**config.mk**
```make
export PLATFORM = sky130hd
export DESIGN_NAME = pwqc_cfg
export DESIGN_NICKNAME = d
export VERILOG_FILES = /design/src/rtl/pwqc_pkg.sv /design/src/rtl/pwqc_cfg.sv
export SDC_FILE = /design/constraint.sdc
export NUM_CORES = 1
export LEC_CHECK = 0
export BUFFER_PORTS_ARGS = -buffer_cell sky130_fd_sc_hd__buf_2
export CAP_MARGIN = 20
export CORE_ASPECT_RATIO = 1.1
export CORE_MARGIN = 1
export CORE_UTILIZATION = 48
export DETAILED_ROUTE_END_ITERATION = 7
export PLACE_DENSITY_LB_ADDON = 0.05
export SYNTH_ARGS = -nofsm -noshare
export SYNTH_HDL_FRONTEND = slang
export SYNTH_SLANG_ARGS = --single-unit
export TNS_END_PERCENT = 20
```
**constraint.sdc**
```tcl
create_clock -name aclk -period 5.2 [get_ports aclk]
set_clock_uncertainty 0.2 [all_clocks]
set_input_delay 0.26 -clock aclk [delete_from_list [all_inputs] [get_ports aclk]]
set_output_delay 0.26 -clock aclk [all_outputs]
set_load 0.01 [all_outputs]
```
**src/rtl/pwqc_pkg.sv**
```systemverilog
// Shared types and constants of the pulse width qualified counter.
// Payload structs, per-pin state entry, configuration bundle and codes.
// No dependencies.
`timescale 1ns / 1ps
`default_nettype none

package pwqc_pkg;

    localparam int PIN_W      = 6;
    localparam int TICK_W     = 32;
    localparam int COUNT_W    = 64;
    localparam int PERIOD_W   = 23;
    localparam int REJECT_W   = 16;
    localparam int MASK_W     = 64;
    localparam int EXP_W      = 7;
    localparam int BOUND_W    = 20;
    localparam int TOL_W      = 17;
    localparam int WIN_W      = 18;   // expected window bounds, up to 127000 + 131071
    localparam int CFG_ADDR_W = 3;

    // Reset values of the configuration registers
    localparam logic [BOUND_W-1:0] DEF_MIN_WIDTH_US = 20'd30000;
    localparam logic [BOUND_W-1:0] DEF_MAX_WIDTH_US = 20'd120000;
    localparam logic [TOL_W-1:0]   DEF_TOLERANCE_US = 17'd2000;
    localparam logic [9:0]         US_PER_MS        = 10'd1000;
    localparam logic [REJECT_W-1:0] REJECT_RESET    = 16'd2;
    localparam logic [REJECT_W-1:0] REJECT_MAX      = 16'hFFFF;

    // x / 1000 == (x * DIV1000_RECIP) >> DIV1000_SHIFT, exact for any 32-bit x
    localparam int                DIV1000_SHIFT = 38;
    localparam logic [28:0]       DIV1000_RECIP = 29'd274877907;
    localparam int                DIV_PROD_W    = 61;

    typedef enum logic [CFG_ADDR_W-1:0] {
        REG_ENABLE_MASK   = 3'd0,
        REG_INVERTED_MASK = 3'd1,
        REG_EXPECTED_MS   = 3'd2,
        REG_MIN_WIDTH     = 3'd3,
        REG_MAX_WIDTH     = 3'd4,
        REG_TOLERANCE     = 3'd5
    } reg_index_t;

    typedef enum logic [2:0] {
        ST_RISE         = 3'd0,
        ST_COUNTED      = 3'd1,
        ST_NO_RISE      = 3'd2,
        ST_DEFAULT_WIN  = 3'd3,
        ST_EXPECTED_WIN = 3'd4,
        ST_DISABLED     = 3'd5
    } status_t;

    typedef struct packed {
        logic [PIN_W-1:0]  pin_index;
        logic              edge_level;
        logic [TICK_W-1:0] tick_us;
    } pwqc_in_t;

    typedef struct packed {
        logic [PIN_W-1:0]    event_pin;
        status_t             status;
        logic [COUNT_W-1:0]  pulse_total;
        logic [PERIOD_W-1:0] period_ms;
        logic [TICK_W-1:0]   width_us;
        logic [REJECT_W-1:0] reject_count;
        logic                period_valid;
    } pwqc_out_t;

    // One per-pin memory entry
    typedef struct packed {
        logic [COUNT_W-1:0]  pulse_count;
        logic [TICK_W-1:0]   last_accept;
        logic [TICK_W-1:0]   last_rise;
        logic [PERIOD_W-1:0] period_ms;
        logic [REJECT_W-1:0] reject;
        logic                seen_rise;
    } pwqc_entry_t;

    localparam pwqc_entry_t ENTRY_RESET = '{
        pulse_count: '0,
        last_accept: '0,
        last_rise:   '0,
        period_ms:   '0,
        reject:      REJECT_RESET,
        seen_rise:   1'b0
    };

    typedef struct packed {
        logic [MASK_W-1:0]  enable_mask;
        logic [MASK_W-1:0]  inverted_mask;
        logic [EXP_W-1:0]   expected_width_ms;
        logic [BOUND_W-1:0] min_width_us;
        logic [BOUND_W-1:0] max_width_us;
        logic [WIN_W-1:0]   exp_lo;
        logic [WIN_W-1:0]   exp_hi;
    } pwqc_cfg_t;

    // Result of evaluating one edge, carried down the pipeline
    typedef struct packed {
        logic [PIN_W-1:0]  pin;
        status_t           status;
        logic [TICK_W-1:0] width;
        logic [TICK_W-1:0] delta;
        logic              counted;
        logic              wr_en;
        pwqc_entry_t       entry;
    } pwqc_rec_t;

endpackage

`default_nettype wire

```
**src/rtl/pwqc_cfg.sv**
```systemverilog
// Configuration registers of the pulse width qualified counter.
// Also holds the expected window bounds derived from them.
// Depends on pwqc_pkg.
`timescale 1ns / 1ps
`default_nettype none

module pwqc_cfg (
    input  wire logic                            aclk,
    input  wire logic                            aresetn,
    input  wire logic                            cfg_we,
    input  wire logic [pwqc_pkg::CFG_ADDR_W-1:0] cfg_addr,
    input  wire logic [pwqc_pkg::MASK_W-1:0]     cfg_wdata,
    output pwqc_pkg::pwqc_cfg_t                  cfg
);
    import pwqc_pkg::*;

    logic [MASK_W-1:0]  enable_reg;
    logic [MASK_W-1:0]  invert_reg;
    logic [EXP_W-1:0]   expected_reg;
    logic [BOUND_W-1:0] min_reg;
    logic [BOUND_W-1:0] max_reg;
    logic [TOL_W-1:0]   tol_reg;
    logic [WIN_W-1:0]   exp_lo_reg;
    logic [WIN_W-1:0]   exp_hi_reg;
    logic [WIN_W-1:0]   centre;
    logic [WIN_W-1:0]   exp_lo_next;
    logic [WIN_W-1:0]   exp_hi_next;

    // register writes
    always_ff @(posedge aclk) begin
        if (!aresetn) begin
            enable_reg   <= '0;
            invert_reg   <= '0;
            expected_reg <= '0;
            min_reg      <= DEF_MIN_WIDTH_US;
            max_reg      <= DEF_MAX_WIDTH_US;
            tol_reg      <= DEF_TOLERANCE_US;
        end else if (cfg_we) begin
            unique case (cfg_addr)
                REG_ENABLE_MASK:   enable_reg   <= cfg_wdata;
                REG_INVERTED_MASK: invert_reg   <= cfg_wdata;
                REG_EXPECTED_MS:   expected_reg <= cfg_wdata[EXP_W-1:0];
                REG_MIN_WIDTH:     min_reg      <= cfg_wdata[BOUND_W-1:0];
                REG_MAX_WIDTH:     max_reg      <= cfg_wdata[BOUND_W-1:0];
                REG_TOLERANCE:     tol_reg      <= cfg_wdata[TOL_W-1:0];
                default: ;
            endcase
        end
    end

    // expected window: centre +/- tolerance, low end floored at zero
    always_comb begin
        centre      = WIN_W'(expected_reg) * WIN_W'(US_PER_MS);
        exp_lo_next = (centre > WIN_W'(tol_reg)) ? centre - WIN_W'(tol_reg) : '0;
        exp_hi_next = centre + WIN_W'(tol_reg);
    end

    always_ff @(posedge aclk) begin
        if (!aresetn) begin
            exp_lo_reg <= '0;
            exp_hi_reg <= WIN_W'(DEF_TOLERANCE_US);
        end else begin
            exp_lo_reg <= exp_lo_next;
            exp_hi_reg <= exp_hi_next;
        end
    end

    assign cfg.enable_mask       = enable_reg;
    assign cfg.inverted_mask     = invert_reg;
    assign cfg.expected_width_ms = expected_reg;
    assign cfg.min_width_us      = min_reg;
    assign cfg.max_width_us      = max_reg;
    assign cfg.exp_lo            = exp_lo_reg;
    assign cfg.exp_hi            = exp_hi_reg;

endmodule

`default_nettype wire

```
# Word-level counts from Yosys, hierarchy flattened
# Cells that the tools add are included.
[word_totals]
output_inout_bits = 211
mem_bits_ro = 0
latch_bits = 0
ram_bits = 0
mem_count = 0
inputBits = 70
elab_cells = 25
register_bits = 228
[classes]
n_shift = 0
mux = 0
eq_ne = 5
multipliers = 1
bitwise_logic = 0
div_mod_pow = 0
n_reduce_logical = 8
addsub = 2
n_lt_le_gt_ge = 1
[op_table]
columns = ["op", "n"]
rows = [
  ["$add A17 B17 Y18", 1],
  ["$sub A17 B17 Y18", 1],
  ["$gt A17 B17 Y1", 1],
  ["$mul A7 B7 Y14 const B", 1],
  ["$reduce_and A2 Y1", 7],
  ["$eq A3 B2 Y1 const B", 2],
  ["$eq A3 B3 Y1 const B", 2],
  ["$eq A3 B1 Y1 const B", 1],
  ["$logic_not A3 Y1", 1],
]

# Logic depth before layout (Yosys ltp)
[depth]
ltp_word = 3
ltp_mapped = 21
ltp_nobuf = 20

# Worst setup path after synthesis
# OpenSTA, ideal clock, no wires.
[synth_path]
kind = "flip-flop to flip-flop"
start = "register expected_reg[1]"
end = "register exp_lo_reg[15]"
required_time_ns = 4.858
period_less_slack_ns = 5.551
setup_time_ns = 0.142
stages_incl_launch_ff = 21
path_buffers = 1
slack_ns = -0.351
arrival_ns = 5.209
cell_sequence = "dfxtp_1 -> fa_1 -> fa_1 -> inv_1 -> fa_1 -> fa_1 -> inv_1 -> ha_1 -> o21ai_0 -> nand2b_1 -> a311o_1 -> nand2_1 -> xnor2_1 -> ha_1 -> clkbuf_1 -> inv_1 -> a21oi_1 -> or2_2 -> or3b_2 -> mux2i_1 -> nor4_1"
[synth_between]
elab_chain_cells = 3
word_cells_on_any_way = 4
classes_between = "1 x add/sub; 1 x mul; 1 x order compare; 1 x reduce/logical"
[synth_lines]
columns = ["item", "line", "rtl"]
rows = [
  ["start, declared", "pwqc_cfg.sv:19", "logic [EXP_W-1:0] expected_reg;"],
  ["start signal, assigned", "pwqc_cfg.sv:42", "REG_EXPECTED_MS: expected_reg <= cfg_wdata[EXP_W-1:0];"],
  ["$mul A7 B7 Y14 *", "pwqc_cfg.sv:53", "centre = WIN_W'(expected_reg) * WIN_W'(US_PER_MS);"],
  ["$gt A17 B17 Y1", "pwqc_cfg.sv:54", "exp_lo_next = (centre > WIN_W'(tol_reg)) ? centre - WIN_W'(tol_reg) : '0;"],
  ["$reduce_and A2 Y1 (no source line)", "-", ""],
  ["end signal, assigned", "pwqc_cfg.sv:63", "exp_lo_reg <= exp_lo_next;"],
  ["end, declared", "pwqc_cfg.sv:23", "logic [WIN_W-1:0] exp_lo_reg;"],
]
# Mark *: on every way between the ends. The rest lies on a longest branch, timed or not.
# A chain may end at the register's enable or synchronous reset.

# Final worst setup path
[layout_path]
start = "register expected_reg[3]"
end = "register exp_lo_reg[9]"
# Same word-level chain as after synthesis.

==> run metrics <==
PnR worst setup slack -0.0300 ns; die area 22,900 sq um; synth unique cells 57; crit path kind flip-flop to flip-flop; Async SR Flop Fraction 0%; Layout Nets 1,781; vias in the first global route 9,693; Max Cap Viol 0; first drt pass iteration count 5; Gate Count Post-Synth 1,268; root buf cell clkbuf_16; post-layout util 66.9%; slowest stage delay, CP 0.53 ns; outcome finished with violations; via count 9,891; Detailed Place HPWL 21,800 um; Bufs on Longest Clock Path 3; starting density of the core 49.6%; sequential area share after synthesis 42.7%; Max Clk Rate 191 MHz; final setup vio count 6; later-pin clock latency in the skew report 0.52 ns; IO Pins 281; final hold vios 0; PortBufs 280; crit path time final 5.23 ns; CTS H-tree lvls 1; Avg WL per Cell 16.6 um; initial DRC count 447; Mapped Avg Cell Area 8.44 sq um; Min Hold Slack 0.0921 ns; HP Start aresetn; Peak supply drop 0.217 mV; Most used DFF post-synth dfxtp_1; first-pass GRT wire length 50,000 um; height of the die 159 um; initial antenna violation count 0; pin count of the biggest net entering global routing 107; Post-synth EDFFs 0; leakage 0.00653 uW; worst slew pin tran 1.09 ns; CTS Buf Count 25; crit end category flip-flop; core area 21,600 sq um; RSZ-0062 raised after global routing true; remaining antenna violation count 0; Inst Count DP 1,817; worst min path class primary input to flip-flop; Finished Layout Cells 1,938; CTS tree done; most used cell, CP fa_1; CP Launch Point expected_reg[3]; Max Transition Viols Final 0; Synthesized Nets 1,420; flop2flop setup slack -0.03 ns; power density over the cells 295 nW/um^2; Total GRT Usage 27.9%; slew margin rel. 27.1%; Rows 56; die width 144 um; Area growth syn-to-layout 34.9%; Mapped Area 10,700 sq um; r2r startpoint expected_reg[3]; Setup crit start kind flip-flop; Via density 5.10; synthesized flop and latch total 228; crit-path max FO 6; Congestion Overflow GR 0; Crit path arrival time 5.45 ns; CTS Sinks 228; slowest stage cell, crit path fa_1; Reg clk slew, reported paths 0.06 ns; violated checks negative setup slack; worst path required time 5.42 ns; share of layout cells above drive strength 1 26.9%; CP Cell Sequence inv_1 -> fa_1 -> inv_1 -> fa_1 -> fa_1 -> ha_1 -> ha_2 -> or3_1 -> a311o_1 -> a2111o_1 -> o211ai_1 -> ha_1 -> nand3_2 -> nor4_2 -> nand2_1 -> o211ai_1 -> buf_4 -> buf_4 -> nor3_1; drt drc 0; # fillers 1,883; Yosys warnings 0; Final Cycle Share 101%; Total Wirelength 32,100 um; GPL Wtd Cong 0.897; setup_tns -0.127 ns
area by class of cell:
class / instances / area, sq um / area share [%]
sequential: 228 / 4580 / 31.7
timing repair buffer: 408 / 2540 / 17.6
inverter: 62 / 235 / 1.63
antenna: 1 / 2.50 / 0.0173
clock buffer: 36 / 727 / 5.04
tap: 290 / 363 / 2.51
clock inverter: 9 / 120 / 0.832
multi-input combinational: 904 / 5870 / 40.6
worst max-delay path: cells and delay by family (launching register included):
kind / cells / cell delay [ns]
flip-flops: 1 / 0.32
buffers and inverters: 4 / 0.51
AND/OR/NAND/NOR: 5 / 0.80
AO/OA/AOI/OAI: 4 / 0.96
adder cells (fa/ha/maj): 6 / 2.35
report_power, final:
part,total (uW),switching (uW),internal [uW]
Combinational,611,340,270
Sequential,1820,21.6,1800
Clock,1820,705,1110
metrics by stage:
stage | setup WS, ns | total power (uW) | instance area, sq um
finish | -0.0300 | 4250 | 14400
global route | -0.253 | 4430 | 14400
CTS | -0.0249 | 4250 | 14200
detailed placement | -0.0593 | 2390 | 12600
global placement | 0.000635 | 2380 | 12600
floorplan | 0.0165 | 2170 | 10700
layer usage:
| layer | track usage, % | share of wire [%] | wire [um] | vias to the layer above |
|---|---|---|---|---|
| li1 | - | - | - | 4888 |
| met1 | 31.3 | 40 | 12800 | 4646 |
| met2 | 50.9 | 50 | 16100 | 280 |
| met3 | 6.98 | 6.5 | 2100 | 77 |
| met4 | 9.07 | 3.3 | 1050 | 0 |
| met5 | 0 | 0 | 0 | - |
placed cells by master (no fill, tap or decap), types with 7 or more instances in the layout:
| cell type | count |
|---|---|
| a21boi_0 | 165 |
| a21oi_1 | 21 |
| buf_2 | 280 |
| buf_4 | 57 |
| clkbuf_16 | 25 |
| dfxtp_1 | 222 |
| dlygate4sd3_1 | 68 |
| fa_1 | 18 |
| ha_1 | 53 |
| inv_1 | 59 |
| mux2i_1 | 11 |
| nand2_1 | 388 |
| nand2b_1 | 8 |
| nand3_1 | 28 |
| nor2_1 | 25 |
| nor2b_1 | 14 |
| nor3_1 | 17 |
| o211ai_1 | 10 |
| o21ai_0 | 20 |
| xnor2_1 | 13 |
| xor2_1 | 7 |
logic make-up after synthesis:
group	synth area share, %
AO/OA/AOI/OAI	17.8
XOR/XNOR	1.88
adder cells (fa/ha/maj)	10.9
buffers and inverters	4.90
flip-flops	42.7
multiplexers	1.03
other	0.0350
AND/OR/NAND/NOR	20.8
worst paths after layout:
path                                  endpoint  depth (start not counted)
worst max-delay path             exp_lo_reg[9]                         19
worst min register to register  enable_reg[13]                          2
worst max register to register   exp_lo_reg[9]                         19
worst min-delay path             exp_hi_reg[7]                          2
Yosys cell counts (4+ instances only):
cell      count  share of area, %
nand2_1     391                14
dfxtp_1     228                43
a21boi_0    165                12
clkbuf_1     66               2.3
ha_1         63               7.4
inv_1        62               2.2
nand3_1      29               1.4
nor2_1       27              0.95
a21oi_1      24               1.1
nor3_1       23               1.1
o21ai_0      23               1.1
fa_1         19               3.6
xnor2_1      16               1.3
nor2b_1      14              0.82
mux2i_1      11               1.0
o211ai_1     10              0.70
nand2b_1      8              0.47
xor2_1        7              0.57
a21o_1        6              0.42
and2_1        6              0.35
buf_2         5              0.23
nor4_1        5              0.29
or3_1         5              0.29
and3_1        4              0.23
nor4b_1       4              0.33
or2_2         4              0.23
what timing repair did:
action                     in CTS  in global routing
setup endpoints to repair      19                 22
resized for setup               6                 39
hold buffers                   68                  0
hold endpoints to repair      192                  0
pin swaps                       2                 25
setup buffers                   2                  4
gates cloned                    0                  1
Note: power is estimated with default switching activity, not from simulation.
