### src/rtl/pwqc_pkg.sv
// Shared types and constants of the pulse width qualified counter.
// Payload structs, per-pin state entry, configuration bundle and codes.
// No dependencies.
`timescale 1ns / 1ps
`default_nettype none

package pwqc_pkg;

    localparam int PIN_W      = 6;
    localparam int TICK_W     = 32;
    localparam int COUNT_W    = 64;
    localparam int PERIOD_W   = 23;
    localparam int REJECT_W   = 16;
    localparam int MASK_W     = 64;
    localparam int EXP_W      = 7;
    localparam int BOUND_W    = 20;
    localparam int TOL_W      = 17;
    localparam int WIN_W      = 18;   // expected window bounds, up to 127000 + 131071
    localparam int CFG_ADDR_W = 3;

    // Reset values of the configuration registers
    localparam logic [BOUND_W-1:0] DEF_MIN_WIDTH_US = 20'd30000;
    localparam logic [BOUND_W-1:0] DEF_MAX_WIDTH_US = 20'd120000;
    localparam logic [TOL_W-1:0]   DEF_TOLERANCE_US = 17'd2000;
    localparam logic [9:0]         US_PER_MS        = 10'd1000;
    localparam logic [REJECT_W-1:0] REJECT_RESET    = 16'd2;
    localparam logic [REJECT_W-1:0] REJECT_MAX      = 16'hFFFF;

    // x / 1000 == (x * DIV1000_RECIP) >> DIV1000_SHIFT, exact for any 32-bit x
    localparam int                DIV1000_SHIFT = 38;
    localparam logic [28:0]       DIV1000_RECIP = 29'd274877907;
    localparam int                DIV_PROD_W    = 61;

    typedef enum logic [CFG_ADDR_W-1:0] {
        REG_ENABLE_MASK   = 3'd0,
        REG_INVERTED_MASK = 3'd1,
        REG_EXPECTED_MS   = 3'd2,
        REG_MIN_WIDTH     = 3'd3,
        REG_MAX_WIDTH     = 3'd4,
        REG_TOLERANCE     = 3'd5
    } reg_index_t;

    typedef enum logic [2:0] {
        ST_RISE         = 3'd0,
        ST_COUNTED      = 3'd1,
        ST_NO_RISE      = 3'd2,
        ST_DEFAULT_WIN  = 3'd3,
        ST_EXPECTED_WIN = 3'd4,
        ST_DISABLED     = 3'd5
    } status_t;

    typedef struct packed {
        logic [PIN_W-1:0]  pin_index;
        logic              edge_level;
        logic [TICK_W-1:0] tick_us;
    } pwqc_in_t;

    typedef struct packed {
        logic [PIN_W-1:0]    event_pin;
        status_t             status;
        logic [COUNT_W-1:0]  pulse_total;
        logic [PERIOD_W-1:0] period_ms;
        logic [TICK_W-1:0]   width_us;
        logic [REJECT_W-1:0] reject_count;
        logic                period_valid;
    } pwqc_out_t;

    // One per-pin memory entry
    typedef struct packed {
        logic [COUNT_W-1:0]  pulse_count;
        logic [TICK_W-1:0]   last_accept;
        logic [TICK_W-1:0]   last_rise;
        logic [PERIOD_W-1:0] period_ms;
        logic [REJECT_W-1:0] reject;
        logic                seen_rise;
    } pwqc_entry_t;

    localparam pwqc_entry_t ENTRY_RESET = '{
        pulse_count: '0,
        last_accept: '0,
        last_rise:   '0,
        period_ms:   '0,
        reject:      REJECT_RESET,
        seen_rise:   1'b0
    };

    typedef struct packed {
        logic [MASK_W-1:0]  enable_mask;
        logic [MASK_W-1:0]  inverted_mask;
        logic [EXP_W-1:0]   expected_width_ms;
        logic [BOUND_W-1:0] min_width_us;
        logic [BOUND_W-1:0] max_width_us;
        logic [WIN_W-1:0]   exp_lo;
        logic [WIN_W-1:0]   exp_hi;
    } pwqc_cfg_t;

    // Result of evaluating one edge, carried down the pipeline
    typedef struct packed {
        logic [PIN_W-1:0]  pin;
        status_t           status;
        logic [TICK_W-1:0] width;
        logic [TICK_W-1:0] delta;
        logic              counted;
        logic              wr_en;
        pwqc_entry_t       entry;
    } pwqc_rec_t;

endpackage

`default_nettype wire

### src/rtl/pwqc_eval.sv
// Edge evaluation: level fix-up, pulse width, window check and the
// updated per-pin entry (period field settled later). Depends on pwqc_pkg.
`timescale 1ns / 1ps
`default_nettype none

module pwqc_eval (
    input  pwqc_pkg::pwqc_in_t    item,
    input  wire logic             in_range,
    input  pwqc_pkg::pwqc_cfg_t   cfg,
    input  pwqc_pkg::pwqc_entry_t entry_in,
    output pwqc_pkg::pwqc_rec_t   rec
);
    import pwqc_pkg::*;

    logic              enabled;
    logic              level;
    logic [TICK_W-1:0] width;
    logic              out_default;
    logic              out_expected;
    logic              outside;

    always_comb begin
        enabled      = cfg.enable_mask[item.pin_index];
        level        = item.edge_level ^ cfg.inverted_mask[item.pin_index];
        width        = item.tick_us - entry_in.last_rise;
        out_default  = (width < TICK_W'(cfg.min_width_us)) ||
                       (width > TICK_W'(cfg.max_width_us));
        out_expected = (width < TICK_W'(cfg.exp_lo)) || (width > TICK_W'(cfg.exp_hi));
        outside      = (cfg.expected_width_ms == '0) ? out_default : out_expected;

        rec.pin     = item.pin_index;
        rec.status  = ST_DISABLED;
        rec.width   = '0;
        rec.delta   = item.tick_us - entry_in.last_accept;
        rec.counted = 1'b0;
        rec.wr_en   = 1'b0;
        rec.entry   = entry_in;

        priority if (!in_range) begin
            // no storage behind this pin: all-zero totals
            rec.entry = '0;
        end else if (!enabled) begin
            rec.status = ST_DISABLED;
        end else if (level) begin
            rec.wr_en           = 1'b1;
            rec.status          = ST_RISE;
            rec.entry.last_rise = item.tick_us;
            rec.entry.seen_rise = 1'b1;
        end else if (!entry_in.seen_rise) begin
            rec.wr_en  = 1'b1;
            rec.status = ST_NO_RISE;
            if (entry_in.reject != REJECT_MAX) begin
                rec.entry.reject = entry_in.reject + 1'b1;
            end
        end else begin
            rec.wr_en           = 1'b1;
            rec.width           = width;
            rec.entry.seen_rise = 1'b0;
            if (outside) begin
                rec.status = (cfg.expected_width_ms == '0) ? ST_DEFAULT_WIN
                                                           : ST_EXPECTED_WIN;
                if (entry_in.reject != REJECT_MAX) begin
                    rec.entry.reject = entry_in.reject + 1'b1;
                end
            end else begin
                rec.status            = ST_COUNTED;
                rec.counted           = 1'b1;
                rec.entry.pulse_count = entry_in.pulse_count + 1'b1;
                rec.entry.last_accept = item.tick_us;
                if (entry_in.reject != '0) begin
                    rec.entry.reject = entry_in.reject - 1'b1;
                end
            end
        end
    end

endmodule

`default_nettype wire

### config.mk
export PLATFORM = sky130hd
export DESIGN_NAME = pwqc_eval
export DESIGN_NICKNAME = d
export VERILOG_FILES = /design/src/rtl/pwqc_pkg.sv /design/src/rtl/pwqc_eval.sv
export SDC_FILE = /design/constraint.sdc
export NUM_CORES = 1
export LEC_CHECK = 0
export BUFFER_PORTS_ARGS = -buffer_cell sky130_fd_sc_hd__buf_2
export CORE_AREA = 2 2 258 260
export DETAILED_ROUTE_END_ITERATION = 8
export DIE_AREA = 0 0 260 262
export PLACE_DENSITY = 0.48
export RECOVER_POWER = 100
export SLEW_MARGIN = 20
export SYNTH_ARGS = -nofsm -noshare
export SYNTH_HDL_FRONTEND = slang
export SYNTH_SLANG_ARGS = --single-unit
### constraint.sdc
create_clock -name vclk -period 14.3
set_input_delay 0.715 -clock vclk [all_inputs]
set_output_delay 0.715 -clock vclk [all_outputs]
set_load 0.005 [all_outputs]
**Word level (Yosys, flattened, before mapping)**

Index checks and enable logic that the tools add are counted.

- Register bits: 0
- Latch bits: 0
- Bits in writable memories: 0
- Bits in read-only memories: 0
- Bits of input ports: 419
- Output and inout bits: 243
- Logic and storage cells: 49
- Memories: 0

- Add/sub/neg operators: 5
- Multipliers: 0
- Div/mod/pow operators: 0
- $lt $le $gt $ge: 5
- Equal/unequal tests: 1
- Shift-type cells: 0
- Muxes and demuxes: 33
- Bitwise logic cells: 1
- Reduce and logical (&&, ||, !) cells: 4

Operators with widths:

| operator | count |
|---|---|
| 2-to-1 mux 96 bit | 3 |
| 2-to-1 mux 130 bit | 1 |
| 2-to-1 mux 128 bit | 1 |
| 2-to-1 mux 32 bit | 4 |
| 2-to-1 mux 16 bit | 5 |
| adder 64 x 1 -> 64 bit, second input constant | 1 |
| subtractor 32 bit | 2 |
| 2-to-1 mux 35 bit | 1 |
| 2-to-1 mux 17 bit | 2 |
| greater-than comparator 32 x 18 -> 1 bit | 1 |
| greater-than comparator 32 x 20 -> 1 bit | 1 |
| < comparator 32 x 18 -> 1 bit | 1 |
| < comparator 32 x 20 -> 1 bit | 1 |
| 2-to-1 mux 23 bit | 1 |
| adder 16 x 1 -> 16 bit, second input constant | 1 |
| != test 16 bit, second input constant | 1 |
| nonzero test 16 bit | 1 |
| subtractor 16 x 1 -> 16 bit, second input constant | 1 |
| 2-to-1 mux 3 bit | 5 |
| binary-select mux 1 bit (select 6 bit) | 2 |
| logical NOT 7 bit | 1 |
| < comparator 6 x 7 -> 1 bit, second input constant | 1 |
| 2-to-1 mux 1 bit | 7 |
| logical OR 1 bit | 2 |
| 2 further kinds | 2 |

**Depth between registers and ports, before layout**

Gate-level depths: netlist (run 1).

- Word-level depth: 9
- Gate-level depth with buffers: 26
- Depth with buffers taken out: 24

**Worst setup path after synthesis (run 1)**

No wires, ideal clock.

- Path type: input -> output
- From: input port item[0] in the netlist's numbering
- To: output port rec[2] in the netlist's numbering
- Data arrival time: 5.093 ns
- Data required time: 13.585 ns
- Path slack: 8.492 ns
- Cell stages on the path: 24
- Path buffers: 1
- Cells stage by stage: inv_1 -> ha_1 -> inv_1 -> fa_1 -> a21o_1 -> a311oi_1 -> o21ai_0 -> a21oi_1 -> o21bai_1 -> xor2_1 -> ha_1 -> nand2_1 -> o21ai_0 -> a2111o_1 -> o21ai_0 -> a32oi_1 -> a311o_1 -> and2_1 -> a2bb2oi_4 -> nor3b_1 -> buf_6 -> or3b_1 -> a21oi_1 -> o221a_1

RTL lines:

| what | line | RTL |
|---|---|---|
| start: declaration | pwqc_eval.sv:7 | `input pwqc_pkg::pwqc_in_t item,` |
| end: declaration | pwqc_eval.sv:11 | `output pwqc_pkg::pwqc_rec_t rec` |

==> results of run 1 <==
==> metal layers <==
| metal | GRT usage (%) | up-vias |
|---|---|---|
| met5 | 0 | - |
| met4 | 4.23 | 18 |
| met3 | 2.27 | 74 |
| met2 | 30.8 | 524 |
| met1 | 20.7 | 6420 |
| li1 | - | 6712 |
==> worst max-delay path, stage by stage <==
cell	delay [ps]
buf_2	70
clkbuf_1	1850
mux4_2	780
mux4_2	470
mux2i_1	130
mux2i_1	110
xnor2_1	130
clkbuf_1	470
nand2_1	500
inv_1	720
nand3_1	560
clkbuf_1	480
a31oi_1	250
clkbuf_1	340
==> final timing paths <==
check	slack, ps	to	cells past startpoint
setup / recovery	5960	rec[224]	14
hold / removal	1700	rec[17]	3
==> layout by cell type, fill, tap and decap left out, types with 13 or more instances in the layout <==
cell type and count:
a21oi_1 92, nor4_1 13, o21ai_0 58, xnor2_1 50, nor2_1 195, inv_1 165, nand4_1 54, nand3_1 39
mux4_2 41, buf_2 459, mux2i_1 76, ha_1 138, nand2b_1 13, o211ai_1 17, nor2b_1 18, nor3_1 32
nand2_1 69, and3_1 33, or3_1 13, and2_0 20, a21o_1 41, o21a_1 33, clkbuf_2 15, clkbuf_1 195
xor2_1 55, and4_1 24, and2_1 29
==> final cells by class <==
cell class | count | area share, %
Multi-Input combinational cell | 1278 | 66.4
Timing Repair Buffer | 677 | 21.7
Tap cell | 864 | 7.45
Inverter | 166 | 4.31
Antenna cell | 3 | 0.0517
==> Yosys cell counts, types with 45 or more instances <==
cell and number:
and2_1 49, nand2_1 69, clkbuf_1 45, nand4_1 54, xnor2_1 50, ha_1 138
mux2i_1 76, xor2_1 55, a21oi_1 92, o21ai_0 58, inv_1 165, nor2_1 195
==> power by group <==
| part | switching [mW] | total, mW | internal, mW |
|---|---|---|---|
| registers | 0 | 0 | 0 |
| clock network | 0 | 0.0000000281 | 0.0000000281 |
| logic | 0.361 | 0.621 | 0.260 |
==> cell families after synthesis <==
group,share of synthesized area (%)
adders and majority gates,16.6
AOI/OAI and AO/OA,20.8
and+or+nand+nor,28.7
xor gates and xnor gates,8.64
muxes,16.0
buffers and inverters,9.31
==> per-stage QoR <==
stage,power [mW],hold slack (ps)
final,0.621,1700
after CTS,0.640,1700
after global routing,0.697,1720
after detailed placement,0.637,1700
after floorplan,0.367,1510
after global placement,0.637,1700
==> summary.txt, run 1 <==
Floorplanning
  • Die ar.: just under 70000 sq um
  • Core area: around 65000 sq um
  • Chip height: about 260 um
  • # IOs: around 660
  • Num rows: 94
  • Die width: 260 um
  • Initial Utilization: between 15 and 20%

Pwr
  • Leak Pwr: 6.95 nW
  • Max rail drop VDD: approximately 0.018 mV
  • PD cells: ~43 nW/um^2

Place
  • Pre-CTS setup slack: ~7000 ps
  • Post-DP HPWL: between 50000 and 60000 um
  • PortBufs: around 660
  • Dpl cells: a little under 3000
  • Placed instance area: about 15000 sq um
  • Final Wtd Congestion: 0.908

Layout
  • Fin util: between 20% and 30%
  • Seq_cells: 0
  • Share of layout cells above drive strength 1: between 20% and 30%
  • Post-route insts no fill: about 3000
  • Clkbuf count: 0
  • Fin nets: 2682
  • Design area: 14500 sq um
  • Synth-to-layout area growth: 36.4%
  • Register area: 0 sq um
  • Footprint of the multi-input gates: about 9600 sq um
  • Fillers: roughly 7500

Min path
  • Critical hold path startpoint: entry_in[17]
  • HP Class: input port to primary output

Route
  • DRC violations left: 0
  • Met2 WL: between 30000 and 40000 um
  • DRT antenna net count: 0
  • Routed WL: ~62000 um
  • DRT iter0 DRCs: approximately 840
  • DR WL/cell: roughly 21 um
  • Via-to-Cell Ratio: 4.60
  • Drt first pass iters: 5
  • DR vias: ~14000
  • Top sig layer: met5
  • M1 WL: ~25000 um
  • DR WL met3: around 3700 um

Worst setup path
  • CP Max Fanout: 33
  • CP Launch Type: input port
  • Crit Path Class: input port to primary output
  • Setup crit start: item[33]
  • Crit path required time: about 14000 ps
  • CP arrival: between 7000 and 8000 ps
  • CP endpoint kind: primary output

Synthesis
  • Sequential-to-total area share from yosys stat: 0%
  • Synthesized area: ~11000 sq um
  • Syn Area/Cell: between 6 and 7 sq um
  • Synth Instances: approximately 1500
  • Ys Warns: 0
  • Largest area contributor in the synthesized netlist: ha_1
  • Synth cell types: 76
  • Yosys top cell area share: approximately 16%
  • Synth area leaders: ha_1, mux4_2, mux2i_1, nor2_1, inv_1
  • Syn nets: about 2100

Clocking
  • Setup bufs post-CTS: 0
  • PostCTS Resize Cnt: 0
  • Hold buffers post-CTS: 0

STA
  • Fin worst setup slack: between 5000 and 6000 ps
  • Endpoints failing hold: 0
  • Final setup viols: 0
  • Worst-margin pin slew: about 2600 ps
  • Max-slew headroom: -75.2%
  • Minimum clock period: 8340 ps
  • Maximum operating frequency: about 120 MHz
  • Unrepaired setup endpoints after global routing: false
  • Period utilisation layout: between 50 and 60%
  • Max-slew violation count: about 170
  • Final setup TNS: 0 ps

Run status
  • Status: complete, but fails checks
  • Failing checks: capacitance limit, slew limit

Global routing
  • Tot GR Track Use: around 17%
  • Initial antenna violation count: 15
  • First-pass GRT wire length: between 80000 and 90000 um
  • Largest net degree at the start of global routing: 79
  • Vias in the first global route: approximately 13000
  • Gr ovfl total: 0

Job
  • Max-Cap Viols: 5
No activity file was read; power rests on OpenSTA's default activity.
==> run 2: changes to the inputs <==
==> constraint.sdc (replaced) <==
create_clock -name vclk -period 8.1
set_input_delay 0.405 -clock vclk [all_inputs]
set_output_delay 0.405 -clock vclk [all_outputs]
set_load 0.005 [all_outputs]
==> summary.txt, run 2 (synthesized netlist as in run 1, its figures left out) <==
Global routing
  • Tot GR Track Use: 16.9% (+0.063 points)
  • Top Usage Layer GRT: met2
  • M3 GR Usage: 1.95% (-0.32 points)
  • First-pass GRT wire length: 86800 um (+0.35%)
  • Vias in the first global route: 13400 (+0.052%)
  • Met2 usage: 30.5% (-0.36 points)
  • GR Util met1: 21.1% (+0.48 points)
  • Gr ovfl total: 0 (unchanged)
  • Initial antenna violation count: 16 (+1)
  • Largest net degree at the start of global routing: 79 (unchanged)

Layout
  • Share of layout cells above drive strength 1: 25.4% (+0.035 points)
  • Clkbuf count: 0 (unchanged)
  • Register area: 0 sq um (unchanged)
  • Most common cell after layout, fill and taps aside: buf_2
  • Design area: 14500 sq um (+0.21%)
  • Seq_cells: 0 (unchanged)
  • Most frequent cells in the layout: buf_2, nor2_1, clkbuf_1
  • Fillers: 7609 (+1.0%)
  • Fin nets: 2683 (+0.037%)
  • Synth-to-layout area growth: 36.7%
  • Post-route insts no fill: 2995 (+0.23%)

Clocking
  • Setup bufs post-CTS: 0 (unchanged)
  • Hold buffers post-CTS: 0 (unchanged)
  • PostCTS Resize Cnt: 0 (unchanged)

STA
  • Maximum operating frequency: 138 MHz
  • Final setup TNS: 0 ps (unchanged)
  • Unrepaired setup endpoints after global routing: false
  • Minimum clock period: 7220 ps
  • Final setup viols: 0 (unchanged)
  • Max-slew headroom: -62.1% (+13 points)
  • Fin worst setup slack: 877 ps (-5080 ps)
  • Period utilisation layout: between 80% and 90%
  • Endpoints failing hold: 0 (unchanged)
  • Max-slew violation count: 110 (-33%)
  • Worst-margin pin slew: 2430 ps (-197 ps)

Floorplanning
  • # IOs: 662 (unchanged)
  • Initial Utilization: 16.3% (unchanged)
  • Die ar.: 68100 sq um (unchanged)
  • Die width: 260 um (unchanged)
  • Chip height: 262 um (unchanged)
  • Core area: 65300 sq um (unchanged)
  • Num rows: 94 (unchanged)

Route
  • DRT antenna net count: 0 (unchanged)
  • Routed WL: 62000 um (+0.48%)
  • DRC violations left: 0 (unchanged)
  • DR WL/cell: 20.7 um (+0.25%)
  • DRT iter0 DRCs: 873 (+3.8%)
  • DR vias: 13900 (+1.2%)
  • Via-to-Cell Ratio: 4.64 (+0.93%)
  • Drt first pass iters: 5 (unchanged)

Place
  • Pre-CTS setup slack: 1230 ps (-5580 ps)
  • PortBufs: 662 (unchanged)
  • Post-DP HPWL: 54400 um (about the same)
  • Final Wtd Congestion: 0.886 (-2.4%)
  • Placed instance area: 14800 sq um (+0.14%)
  • Dpl cells: 2986 (+0.034%)

Pwr
  • PD cells: 75.6 nW/um^2 (+77%)
  • Leak Pwr: 6.98 nW (+0.43%)
  • Max rail drop VDD: 0.0305 mV (+73%)
  • Total power: 1.10 mW (+77%)

Worst setup path
  • Max incr delay on CP: 700 ps (-1150 ps)
  • CP Launch Type: input port
  • CP max-delay cell: xor2_1
  • Worst path most repeated cell: a21o_1
  • Critical-path cell list: clkbuf_1, ha_1, a21o_1, or3_1, o21ai_0, nand2_1, a31oi_1, o21bai_1, xor2_1, ha_1, a21o_1, a21o_1, a21oi_1, a21oi_1, nor4_1, a211o_1, a2bb2oi_1, nor3b_1, clkbuf_1, nor4_1, or3_1, and3_1, buf_2
  • Crit path required time: 7700 ps (-5890 ps)
  • CP endpoint kind: primary output
  • CP arrival: 6820 ps (-800 ps)
  • CP Max Fanout: 12 (-64%)
  • Crit Path Class: input port to primary output

Run status
  • Status: complete, but fails checks
  • Failing checks: capacitance limit, slew limit

Min path
  • Critical hold path startpoint: entry_in[25]
  • Worst hold stages: 3 (unchanged)
  • Hold path endpoint: rec[25]
  • HP Class: input port to primary output

Job
  • Max-Cap Viols: 3 (-2)
run 2: cell count changes in the layout (fill, tap and decap cells not counted):
cell / previous run / this run
diode_2: 3 / 9
and2_0: 20 / 16
and2_1: 29 / 33
buf_4: 6 / 8
a2bb2oi_1: 0 / 1
a2bb2oi_4: 1 / 0
buf_12: 0 / 1
clkbuf_1: 195 / 194
clkbuf_2: 15 / 14
nor3b_2: 1 / 0
nor3b_4: 0 / 1
run 2: worst max path at each step:
stage                to  cells past startpoint  slack (ps)     from
2_1_floorplan    rec[2]                     24        2910  item[0]
3_3_place_gp   rec[152]                     23        1230  item[4]
3_5_place_dp   rec[162]                     23        1230  item[4]
4_1_cts        rec[162]                     23        1210  item[4]
5_1_grt         rec[16]                     23         400  item[4]
6_report         rec[4]                     23         880  item[4]
run 2: worst max-delay path, delay by kind of cell:
kind | cells | cell delay (ps)
simple gates | 7 | 2060
compound gates | 10 | 1880
buf+inv | 3 | 1010
fa+ha+maj | 2 | 730
xor+xnor | 1 | 700
run 2: area by class of cell:
cell class	count	area, sq um	share of cell area (%)
multi-input combinational	1278	9630	66.2
timing repair buffer	678	3180	21.9
tap	864	1080	7.43
inverter	166	626	4.30
antenna	9	22.5	0.155
run 2: where the power goes:
| group | switching (mW) | total [mW] | internal [mW] |
|---|---|---|---|
| combinational | 0.643 | 1.10 | 0.456 |
| sequential | 0 | 0 | 0 |
| clock | 0 | 0.000000149 | 0.000000149 |
| total | 0.643 | 1.10 | 0.456 |
run 2: routing by layer:
| layer | vias to the layer above | wire (um) |
|---|---|---|
| met1 | 6564 | 25600 |
| li1 | 6719 | - |
| met5 | - | 83 |
| met4 | 12 | 1990 |
| met2 | 544 | 30800 |
| met3 | 70 | 3570 |
run 2: through the flow:
| stage | utilization (%) | hold slack (ps) |
|---|---|---|
| final | 22.3 | 1080 |
| after global routing | 22.3 | 1100 |
| after CTS | 22.7 | 1080 |
| after detailed placement | 22.7 | 1080 |
| after global placement | 22.7 | 1080 |
| after floorplan | - | 891 |
